$ cat src/sv/spq_pkg.sv
// Types and constants shared by the sorted priority queue and its cells.
`default_nettype none
package spq_pkg;

  localparam int unsigned KEY_W  = 16;
  localparam int unsigned HELD_W = 4;

  typedef enum logic {
    OP_INSERT = 1'b0,
    OP_REMOVE = 1'b1
  } op_t;

  typedef enum logic [1:0] {
    ST_OK        = 2'd0,
    ST_OVERFLOW  = 2'd1,
    ST_UNDERFLOW = 2'd2
  } status_t;

  typedef logic [KEY_W-1:0] key_t;

  typedef struct packed {
    op_t  op;
    key_t key;
  } in_item_t;

  typedef struct packed {
    status_t             status;
    key_t                removed_key;
    logic [HELD_W-1:0]   held;
  } out_item_t;

  // Broadcast from the control logic to every cell of the chain.
  typedef struct packed {
    logic ins;
    logic rem;
    key_t key;
  } cell_ctrl_t;

endpackage
`default_nettype wire

$ cat src/sv/spq_cell.sv
// One storage cell of the sorted chain: holds a key and its valid bit.
`default_nettype none
module spq_cell (
  input  wire logic                  clk,
  input  wire logic                  rst_n,
  input  wire spq_pkg::cell_ctrl_t   ctrl,
  input  wire spq_pkg::key_t         left_key,
  input  wire logic                  left_valid,
  input  wire logic                  left_place,
  input  wire spq_pkg::key_t         right_key,
  input  wire logic                  right_valid,
  output spq_pkg::key_t              key,
  output logic                       valid,
  output logic                       place
);
  import spq_pkg::*;

  key_t key_r, key_nxt;
  logic valid_r, valid_nxt;

  // A cell takes part in an insertion when it is empty or holds a larger key.
  assign place = !valid_r || (key_r > ctrl.key);

  always_comb begin
    key_nxt   = key_r;
    valid_nxt = valid_r;
    if (ctrl.ins) begin
      valid_nxt = left_valid;
      if (place) begin
        key_nxt = left_place ? left_key : ctrl.key;
      end
    end else if (ctrl.rem) begin
      key_nxt   = right_key;
      valid_nxt = right_valid;
    end
  end

  always_ff @(posedge clk) begin
    if (!rst_n) begin
      valid_r <= 1'b0;
    end else begin
      valid_r <= valid_nxt;
    end
  end

  always_ff @(posedge clk) begin
    key_r <= key_nxt;
  end

  assign key   = key_r;
  assign valid = valid_r;

endmodule
`default_nettype wire

$ cat src/sv/sorted_priority_queue.sv
// Sorted priority queue built as a chain of compare-and-shift cells.
// The result of a transaction is registered and offered in the cycle after acceptance.
// Throughput: one insert or remove per cycle; all cells compare against the key in parallel.
// The input is stalled only while a finished result waits on a stalled output.
// Reset clears every valid bit and the fill count, so the queue starts empty.
`default_nettype none
module sorted_priority_queue #(
  parameter int unsigned DEPTH = 8
) (
  input  wire logic               clk,
  input  wire logic               rst_n,
  input  wire logic               in_valid,
  output logic                    in_stall,
  input  wire spq_pkg::in_item_t  in_data,
  output logic                    out_valid,
  input  wire logic               out_stall,
  output spq_pkg::out_item_t      out_data
);
  import spq_pkg::*;

  localparam int unsigned CNT_W = $clog2(DEPTH + 1);

  key_t              cell_key   [DEPTH];
  logic [DEPTH-1:0]  cell_valid;
  logic [DEPTH-1:0]  cell_place;
  cell_ctrl_t        ctrl;

  logic              accept;
  logic              full;
  logic              empty;
  logic [CNT_W-1:0]  fill_r, fill_nxt;
  logic              out_valid_r, out_valid_nxt;
  out_item_t         out_data_r, out_data_nxt;
  logic              order_ok;

  assign in_stall = out_valid_r && out_stall;
  assign accept   = in_valid && !in_stall;
  assign full     = cell_valid[DEPTH-1];
  assign empty    = !cell_valid[0];

  assign ctrl.ins = accept && (in_data.op == OP_INSERT) && !full;
  assign ctrl.rem = accept && (in_data.op == OP_REMOVE) && !empty;
  assign ctrl.key = in_data.key;

  for (genvar i = 0; i < DEPTH; i++) begin : g_cell
    key_t lk, rk;
    logic lv, lp, rv;
    if (i == 0) begin : g_first
      assign lk = '0;
      assign lv = 1'b1;
      assign lp = 1'b0;
    end else begin : g_mid
      assign lk = cell_key[i-1];
      assign lv = cell_valid[i-1];
      assign lp = cell_place[i-1];
    end
    if (i == DEPTH - 1) begin : g_last
      assign rk = '0;
      assign rv = 1'b0;
    end else begin : g_inner
      assign rk = cell_key[i+1];
      assign rv = cell_valid[i+1];
    end
    spq_cell u_cell (
      .clk         (clk),
      .rst_n       (rst_n),
      .ctrl        (ctrl),
      .left_key    (lk),
      .left_valid  (lv),
      .left_place  (lp),
      .right_key   (rk),
      .right_valid (rv),
      .key         (cell_key[i]),
      .valid       (cell_valid[i]),
      .place       (cell_place[i])
    );
  end

  always_comb begin
    fill_nxt = fill_r;
    if (ctrl.ins) begin
      fill_nxt = fill_r + CNT_W'(1);
    end else if (ctrl.rem) begin
      fill_nxt = fill_r - CNT_W'(1);
    end
  end

  always_comb begin
    out_data_nxt             = out_data_r;
    out_data_nxt.status      = ST_OK;
    out_data_nxt.removed_key = '0;
    out_data_nxt.held        = HELD_W'(fill_nxt);
    if (in_data.op == OP_INSERT) begin
      if (full) begin
        out_data_nxt.status = ST_OVERFLOW;
      end
    end else begin
      if (empty) begin
        out_data_nxt.status = ST_UNDERFLOW;
      end else begin
        out_data_nxt.removed_key = cell_key[0];
      end
    end
  end

  always_comb begin
    out_valid_nxt = out_valid_r && out_stall;
    if (accept) begin
      out_valid_nxt = 1'b1;
    end
  end

  always_ff @(posedge clk) begin
    if (!rst_n) begin
      fill_r      <= '0;
      out_valid_r <= 1'b0;
    end else begin
      fill_r      <= fill_nxt;
      out_valid_r <= out_valid_nxt;
    end
  end

  always_ff @(posedge clk) begin
    if (accept) begin
      out_data_r <= out_data_nxt;
    end
  end

  assign out_valid = out_valid_r;
  assign out_data  = out_data_r;

  always_comb begin
    order_ok = 1'b1;
    for (int i = 1; i < DEPTH; i++) begin
      if (cell_valid[i] && (cell_key[i-1] > cell_key[i])) begin
        order_ok = 1'b0;
      end
    end
  end

  // The valid bits always form a contiguous run from the bottom cell.
  a_thermometer: assert property (@(posedge clk) disable iff (!rst_n)
    ((cell_valid + DEPTH'(1)) & cell_valid) == '0)
    else $error("cell valid bits are not contiguous");

  // The fill count agrees with the number of occupied cells.
  a_fill_count: assert property (@(posedge clk) disable iff (!rst_n)
    $countones(cell_valid) == 32'(fill_r))
    else $error("fill count does not match occupied cells");

  // An accepted transaction always leaves a result on the output.
  a_result_follows: assert property (@(posedge clk) disable iff (!rst_n)
    accept |=> out_valid_r)
    else $error("accepted transaction produced no result");

  // Neighbouring occupied cells stay in ascending order.
  a_sorted: assert property (@(posedge clk) disable iff (!rst_n)
    order_ok)
    else $error("occupied cells are out of order");

endmodule
`default_nettype wire

$ cat config.mk
export PLATFORM = sky130hd
export DESIGN_NAME = sorted_priority_queue
export DESIGN_NICKNAME = d
export VERILOG_FILES = /design/src/sv/spq_pkg.sv /design/src/sv/spq_cell.sv /design/src/sv/sorted_priority_queue.sv
export SDC_FILE = /design/constraint.sdc
export NUM_CORES = 1
export LEC_CHECK = 0
export ABC_AREA = 0
export BUFFER_PORTS_ARGS = -buffer_cell sky130_fd_sc_hd__buf_2
export CAP_MARGIN = 10
export CORE_MARGIN = 8
export CORE_UTILIZATION = 50
export DETAILED_ROUTE_END_ITERATION = 10
export HOLD_SLACK_MARGIN = 0.1
export PLACE_DENSITY = 0.79
export SLEW_MARGIN = 20
export SYNTH_ARGS = -nofsm -noshare
export SYNTH_HDL_FRONTEND = slang
export SYNTH_SLANG_ARGS = --single-unit
$ cat constraint.sdc
create_clock -name clk -period 8.4 [get_ports clk]
set_clock_uncertainty 0.05 [all_clocks]
set_input_delay 0.84 -clock clk [delete_from_list [all_inputs] [get_ports clk]]
set_output_delay 0.84 -clock clk [all_outputs]
set_load 0.02 [all_outputs]
======== Word-level counts from Yosys, hierarchy flattened ========
Index checks and enable logic that the tools add are counted.
storage, ports and cells
  word-level logic and storage cells ...... 126
  output and inout port bits .............. 24
  bits in registers ....................... 163
  input port bits ......................... 21
cells by class
  reduce and logical (&&, ||, !) cells .... 33
  $add $sub $neg .......................... 2
  bitwise gates (word level) .............. 1
  multiplexer cells ....................... 53
  equality and inequality tests ........... 8
  order comparisons ....................... 8
operator list
  operator                                                             number
  16-bit two-way mux                                                   31
  16-bit greater-than comparator                                       8
  1-bit two-way mux                                                    18
  2-bit AND reduction                                                  9
  2-bit by 1-bit != test with 1-bit output (second input constant)     8
  1-bit zero test                                                      9
  1-bit logical OR                                                     8
  4-bit two-way mux                                                    2
  1-bit logical AND                                                    6
  4-bit by 1-bit adder with 4-bit output (second input constant)       1
  2-bit two-way mux                                                    2
  4-bit by 1-bit subtractor with 4-bit output (second input constant)  1
  2-bit nonzero test                                                   1
  1-bit NOT                                                            1

======== Longest topological paths before layout ========
Gate-level depths: netlist of run 1.
  depth in word-level cells ............... 7
  gate-level depth with buffers ........... 10
  depth with buffers taken out ............ 7

======== By module ========
From an unflattened synthesis of run 1, not the netlist that was laid out.
second synthesis, totals
  cell total of the unflattened synthesis .. 1170
  area, all modules ....................... 11503.5 um^2
by module, submodules not included
  module                            cells an instance  area each (um^2)  seq. area each (um^2)  times used
  spq_cell at g_cell[0].u_cell ...  136                1297.5            500.5                  7
  spq_cell at g_cell[2].u_cell      134                1302.5            500.5                  1
  sorted_priority_queue             84                 1118.6            760.7                  1

======== Worst setup path after synthesis of run 1 ========
OpenSTA, ideal clock, no wires.
  kind .................................... input to register
  from .................................... input in_data[14] (netlist name)
  to ...................................... register g_cell[5].u_cell.key_r[0] (enable)
  stages .................................. 8
  arrival time ............................ 3.348 ns
  setup time .............................. 0.397 ns
  buffers on the path ..................... 1
  required time ........................... 7.953 ns
  path slack .............................. 4.604 ns
  cells stage by stage .................... inv_1 > ha_1 > nand4_1 > or3_2 > a21oi_2 > buf_6 > nor3_1 > o221ai_1
between the ends
  word-level cells in the longest chain between the ends .. 4
RTL lines
  element                                             line                         text
  start, declared                                     sorted_priority_queue.sv:14  input wire spq_pkg::in_item_t in_data,
  16-bit greater-than comparator                      spq_cell.sv:22               assign place = !valid_r || (key_r > ctrl.key);
  1-bit logical OR                                    spq_cell.sv:22
  2-bit by 1-bit != test with 1-bit output (no line)  -
  2-bit AND reduction (no line)                       -
  end signal, assigned                                spq_cell.sv:47               key_r <= key_nxt;
  end, declared                                       spq_cell.sv:18               key_t key_r, key_nxt;
No other way between the ends.
A chain may end at the register's enable or synchronous reset.

======== Worst setup path in the final report of run 1 ========
  from .................................... input in_data[15] (netlist name)
  to ...................................... register g_cell[6].u_cell.key_r[2], data pin
between the ends
  word-level cells in the longest chain between the ends .. 5
RTL lines
  element                          line            text
  16-bit greater-than comparator   spq_cell.sv:22
  1-bit logical OR                 spq_cell.sv:22
  16-bit two-way mux               spq_cell.sv:30  key_nxt = left_place ? left_key : ctrl.key;
  16-bit two-way mux               spq_cell.sv:29  if (place) begin
  16-bit two-way mux               spq_cell.sv:27  if (ctrl.ins) begin
  net g_cell[6].u_cell.key_nxt[2]  spq_cell.sv:18
  end signal, assigned             spq_cell.sv:47
  end, declared                    spq_cell.sv:18
The timed path passes the listed nets, and every way through them passes these cells. The select of a mux whose other input is x is not followed.

==> results of run 1 <==
[per-stage QoR]
step                      area [sq um]  std cells  power (uW)  utilization, %
after floorplan                  12700       1340        1520               -
after global placement           12800       1590        1690            51.0
after detailed placement         12800       1590        1710            51.0
after CTS                        13400       1622        2540            53.4
after global routing             13400       1622        2670            53.5
final                            13400       1622        2590            53.5
[registers in the layout, summed over array words and instances (netlist names)]
name and cells:
out_data 22, fill_r 4, out_valid 1, g_cell.u_cell.key 128
g_cell.u_cell.valid 8
[layer usage]
layer	share of wire [%]	vias up	global-route usage (%)	wire length (microns)
met2	41	1165	39.7	18400
met1	36	5827	37.3	16400
met3	17	223	10.3	7610
met4	6.1	2	16.1	2780
met5	0.12	-	1.50	56
li1	-	5361	-	-
[logic make-up after synthesis]
| family | count (synthesis) | synth area share [%] |
|---|---|---|
| xor gates and xnor gates | 3 | 0.206 |
| DFF | 163 | 37.4 |
| buffers and inverters | 173 | 6.83 |
| and+or+nand+nor | 457 | 16.8 |
| AOI/OAI and AO/OA | 430 | 27.6 |
| adders and majority gates | 114 | 11.2 |
[cell type report]
type / instances / area share, %
Clock buffer: 17 / 3.17
Clock inverter: 15 / 1.49
Inverter: 28 / 0.783
Multi-Input combinational cell: 1004 / 53.1
Sequential cell: 163 / 35.5
Tap cell: 330 / 3.08
Timing Repair Buffer: 65 / 2.91
[cells in the mapped netlist, drive strengths merged, types with 2 or more instances]
cell type / count
a221o: 2
ha: 114
o211ai: 8
a21o: 3
a211oi: 2
nand4: 44
nor4: 21
or3: 6
nor3: 18
o21ai: 36
a31o: 15
nand2b: 11
and2: 5
nor2: 107
a32oi: 16
inv: 28
clkbuf: 104
buf: 39
nand3: 57
nor2b: 10
and3: 23
o221ai: 102
a22oi: 2
a21oi: 46
nand2: 152
edfxtp: 150
xnor2: 2
a311oi: 80
a31oi: 5
a2111o: 4
a221oi: 102
dfxtp: 13
[worst max path at each step]
stage	from	end	slack, ps
floorplan	in_data[14]	g_cell[5].u_cell.key[0]	4600
global placement	in_data[15]	g_cell[6].u_cell.key[3]	4010
detailed placement	in_data[15]	g_cell[6].u_cell.key[2]	3910
CTS	in_data[15]	g_cell[6].u_cell.key[2]	4360
global route	in_data[15]	g_cell[6].u_cell.key[2]	4190
finish	in_data[15]	g_cell[6].u_cell.key[2]	4200
[power by group]
part           internal [uW]  switching (uW)
Clock                    459             391
Sequential              1000             124
Combinational            202             404
[worst register-to-register path: stages, from the launching register on]
cell	delay, ps
edfxtp_1	500
ha_1	360
nand4_1	170
or3_2	550
a21oi_2	620
or3_1	740
a221oi_1	200
==> summary.txt, run 1 <==
Setup path
  – Cell type group with the largest total delay on the critical path: simple AND/OR/NAND/NOR gates
  – Buf/Inv on CP: 2
  – Reg-to-reg startpoint: g_cell[5].u_cell.key[14]
  – Category of the critical setup timing path: in -> reg
  – Endpoint arrival time on the critical path: 4310 ps
  – Crit-path slowest cell: or3_1
  – Path depth of the worst reg2reg path: 6
  – Maximum cell stage delay along the critical path: 740 ps
  – Startpoint types: primary input
  – Worst setup slack for register-to-register paths: 4920 ps
  – Critical Path End Type: flip-flop
  – Critical Path Stages: 8
  – Critical path peak fanout: 18
  – Chain of cells forming the critical path: buf_2, inv_1, ha_1, nand4_1, or3_2, a21oi_2, or3_1, a221oi_1
  – Req. time, crit path: 8510 ps
  – Reg-to-reg critical path endpoint: g_cell[6].u_cell.key[2]

Synthesis
  – Cells after synthesis: 1,340
  – Post-Syn Area per Cell: 9.51 sq um
  – Part of the Yosys area used for sequential elements: 37.4%
  – YS warnings: 0
  – FFs w/ async S/R, synth: 0%
  – Post-Syn Area: 12,700 sq um
  – Area fraction of the dominant cell type after synthesis: 35.4%
  – Number of synthesized flops with an enable pin: 150
  – Total of flip-flops plus latches after synthesis: 163
  – Biggest area contributors in the synthesized netlist: edfxtp_1 (35%), ha_1 (11%), o221ai_1 (7.0%)
  – Library cells used by synthesis: 56
  – Main synth FF type: edfxtp_1
  – Cell taking the most area after synthesis: edfxtp_1
  – Post-synthesis net count: 1,475

Clock tree
  – Cts bufs inserted: 17
  – Depth of the CTS H-tree: 4
  – Post-CTS resize count: 0
  – Root buffer cell: clkbuf_16
  – Clock insertion delay at the later pin of the skew report: 450 ps
  – CTS clk-pin slew, worst paths: 80 ps
  – Number of buffers added to fix hold violations after cts: 0
  – CTS tree: done
  – Clock Sink Count: 163
  – Max Buffers Root-to-Sink: 2
  – Post-CTS Setup Inserts: 0

STA
  – Highest clock rate: 0.238 GHz
  – Hold Slack: 519 ps
  – Clock period minus final worst setup slack: 4200 ps
  – Final worst-path setup slack: 4200 ps
  – Period utilization: 50.0%
  – Number of pins with negative max-slew slack in the final report: 0
  – Setup-failing EPs final: 0
  – Setup_tns: 0 ps
  – Number of hold-slack violations in the final timing report: 0
  – Slew HR: 27.6%
  – RSZ-0062 raised after global routing: no
  – Worst-Margin Slew: 1090 ps

Detailed routing
  – Detailed Route WL: 45.3 mm
  – Via/cell ratio: 7.75
  – Residual DRC: 0
  – DR pass1 iterations: 7
  – Count of antenna-violating nets left after detailed routing: 0
  – Via count of the routed design: 12.6k
  – WL per Instance: 27.9 microns
  – Iter 0 DRT Violations: 2,600

Final layout
  – Antenna cells: 0
  – Nets: 1,414
  – Area occupied by multi-input gates: 7120 sq um
  – Number of fill cells: 2,224
  – Fraction of final layout cells sized beyond drive strength 1: 10.3%
  – Highest-count cells in the layout ignoring fill and taps: nand2_1 (152), edfxtp_1 (150), ha_1 (114)
  – Area added between synthesis and finish: 5.37%
  – Commonest non-fill, non-tap cell in the layout: nand2_1
  – Seq. cell area: 4760 sq um

GRT
  – Largest net degree at the start of global routing: 161
  – Antenna violations before repair: 0
  – Aggregate global routing overflow: 0
  – Total routing resource utilization after global routing: 28.5%
  – First-pass GRT wire length: 68.6 mm
  – Number of global-route vias before repair: 11.5k

Min path
  – Hold path cells: 2
  – Endpoint with the worst hold slack: g_cell[5].u_cell.valid
  – Class of the worst hold path: reg -> reg
  – Hold path startpoint: g_cell[6].u_cell.valid

Placed design
  – Number of buffers inserted by port buffering: 44
  – HPWL after detailed placement: 29.9 mm
  – GPL Wtd Cong: 0.990
  – Setup Slack @ Placement: 3910 ps

Run status
  – Outcome: finished clean

Floorplan
  – Horiz. Die Dim: 176 microns
  – Placeable core region: 25,100 sq um
  – Die outline height: 176 microns
  – Top Ports: 45
  – Effective utilization at floorplan: 50.7%
  – Die Area: 30,800 sq um
  – Site Rows: 58

Power
  – Static Leak: 0.00476 uW
  – Power density cells: 193 nW/um^2
  – Maximum resistive drop on vdd: 128 uV

Run
  – Max-cap violation count: 0
(Power assumes the default switching activity.)
==> inputs of run 2 (changes only) <==
clock period = 4.05 ns   (was 8.4 ns; I/O delays follow)
==> summary.txt, run 2 (synthesis results as in run 1) <==
GRT
  – Antenna violations before repair: 0 (unchanged)
  – Total routing resource utilization after global routing: 25.8% (-2.7 points)
  – Largest net degree at the start of global routing: 58 (-64%)
  – Aggregate global routing overflow: 0 (unchanged)
  – First-pass GRT wire length: 64.8 mm (-5.5%)
  – Number of global-route vias before repair: 12.0k (+4.4%)

Setup path
  – Category of the critical setup timing path: in -> reg
  – Endpoint arrival time on the critical path: 3240 ps (-1070 ps)
  – Startpoint types: primary input
  – Req. time, crit path: 4150 ps (-4360 ps)
  – Buf/Inv on CP: 3 (+1)
  – Cell type group with the largest total delay on the critical path: simple AND/OR/NAND/NOR gates
  – Critical path peak fanout: 16 (-2)
  – Crit-path slowest cell: or3_1
  – Maximum cell stage delay along the critical path: 660 ps (-80 ps)
  – Critical Path End Type: flip-flop
  – Chain of cells forming the critical path: buf_2, inv_1, ha_1, nand4_1, or3_2, a21oi_2, buf_4, or3_1, a221oi_1

Power
  – Reg power frac: 42.6% (-1.0 points)
  – Maximum resistive drop on vdd: 297 uV (+130%)
  – Share of power burned in combinational logic: 24.3% (+0.8 points)
  – Cell Int Power: 3530 uW (+110%)
  – Power density cells: 388 nW/um^2 (+100%)
  – Static Leak: 0.00497 uW (+4.4%)
  – Relative contribution of the clock network to total power: 33.1% (+0.2 points)
  – Switching part of the total power: 33.9% (-1.7 points)
  – Switching component of the power: 1810 uW (+96%)

STA
  – Number of pins with negative max-slew slack in the final report: 0 (unchanged)
  – Slew HR: 32.1% (+4.5 points)
  – Period utilization: 77.3%
  – Highest clock rate: 0.319 GHz
  – Worst-Margin Slew: 1020 ps (-68.7 ps)
  – Clock period minus final worst setup slack: 3130 ps
  – Number of hold-slack violations in the final timing report: 0 (unchanged)
  – Setup-failing EPs final: 0 (unchanged)
  – Setup_tns: 0 ps (unchanged)
  – RSZ-0062 raised after global routing: no

Floorplan
  – Effective utilization at floorplan: 50.7% (unchanged)
  – Site Rows: 58 (unchanged)
  – Die outline height: 176 microns (unchanged)
  – Die Area: 30,800 sq um (unchanged)
  – Horiz. Die Dim: 176 microns (unchanged)
  – Top Ports: 45 (unchanged)
  – Placeable core region: 25,100 sq um (unchanged)

Final layout
  – Antenna cells: 0 (unchanged)
  – Commonest non-fill, non-tap cell in the layout: nand2_1
  – Flip-flop count of the largest register after layout: 128 (unchanged)
  – Area added between synthesis and finish: 8.01%
  – Highest-count cells in the layout ignoring fill and taps: nand2_1 (152), edfxtp_1 (150), ha_1 (114)
  – Final non-filler cell area: 13,800 sq um (+2.5%)
  – Nets: 1,458 (+3.1%)
  – Fraction of final layout cells sized beyond drive strength 1: 13.2% (+3.0 points)
  – Post-Layout Cell Count: 1,666 (+2.7%)

Placed design
  – Number of buffers inserted by port buffering: 44 (unchanged)
  – Placed Instance Area: 13,100 sq um (+2.7%)
  – Number of placed instances with taps included: 1,634 (+2.8%)
  – HPWL after detailed placement: 28.6 mm (-4.3%)
  – GPL Wtd Cong: 0.973 (-1.8%)

Clock tree
  – Post-CTS Setup Inserts: 0 (unchanged)
  – Depth of the CTS H-tree: 4 (unchanged)
  – CTS tree: done
  – Root buffer cell: clkbuf_16
  – Clock Sink Count: 163 (unchanged)
  – CTS clk-pin slew, worst paths: 70 ps (about the same)
  – Post-CTS resize count: 0 (unchanged)
  – Max Buffers Root-to-Sink: 2 (unchanged)
  – Number of buffers added to fix hold violations after cts: 0 (unchanged)
  – Cts bufs inserted: 17 (unchanged)
  – Clock insertion delay at the later pin of the skew report: 460 ps (about the same)

Detailed routing
  – WL per Instance: 24.4 microns (-13%)
  – Via count of the routed design: 12.5k (-0.60%)
  – Detailed Route WL: 40.6 mm (-10%)
  – Via/cell ratio: 7.50 (-3.2%)
  – Iter 0 DRT Violations: 2,040 (-22%)
  – DR pass1 iterations: 6 (-1)
  – Count of antenna-violating nets left after detailed routing: 0 (unchanged)
  – Residual DRC: 0 (unchanged)

Run
  – Max-cap violation count: 0 (unchanged)

Min path
  – Class of the worst hold path: in -> reg

Run status
  – Outcome: finished clean
## run 2: cell count changes in the layout (fill, tap and decap cells not counted), sizes merged
cell	previous run	this run
inv	39	35
clkinvlp	1	2
clkinv	1	3
buf	65	109
bufinv	2	3
## run 2: layer usage
layer  vias up  wire length (microns)  track usage [%]
met1      5960                  16200             35.2
met3       109                   5170             5.80
met4         0                   1010             9.82
li1       5458                      -                -
met2       976                  18200             39.3
met5         -                      0                0
## run 2: worst paths after layout
kind,startpoint,to,slack (ps),depth (start not counted)
hold / removal,in_valid,out_valid,130,2
hold reg to reg,fill_r[3],out_data[3],520,1
setup / recovery,in_data[14],g_cell[6].u_cell.key[4],920,9
setup reg to reg,g_cell[5].u_cell.key[14],g_cell[6].u_cell.key[4],950,7
## run 2: layout make-up
class / instances / area, sq um
multi-input cells: 1004 / 7120
well taps: 330 / 413
clock inverters: 15 / 193
flip-flops and latches: 163 / 4760
clock buffers: 17 / 425
inverters: 28 / 105
repair buffers: 109 / 733
fillers: 2160 / 11400
## run 2: power by group through the flow
stage	clock network (uW)	logic [uW]	registers, uW
after floorplan	0	897	2250
after global placement	0	1190	2290
after detailed placement	0	1250	2300
after CTS	1770	1250	2260
after global routing	1820	1410	2290
final	1770	1300	2270
## run 2: metrics by stage
stage	hold WS [ps]	total power (uW)	utilization (%)	setup WS [ps]
finish	134	5330	54.8	919
global route	143	5510	54.8	788
CTS	134	5280	54.8	1000
detailed placement	500	3540	52.3	574
global placement	500	3490	52.3	664
floorplan	447	3140	-	689
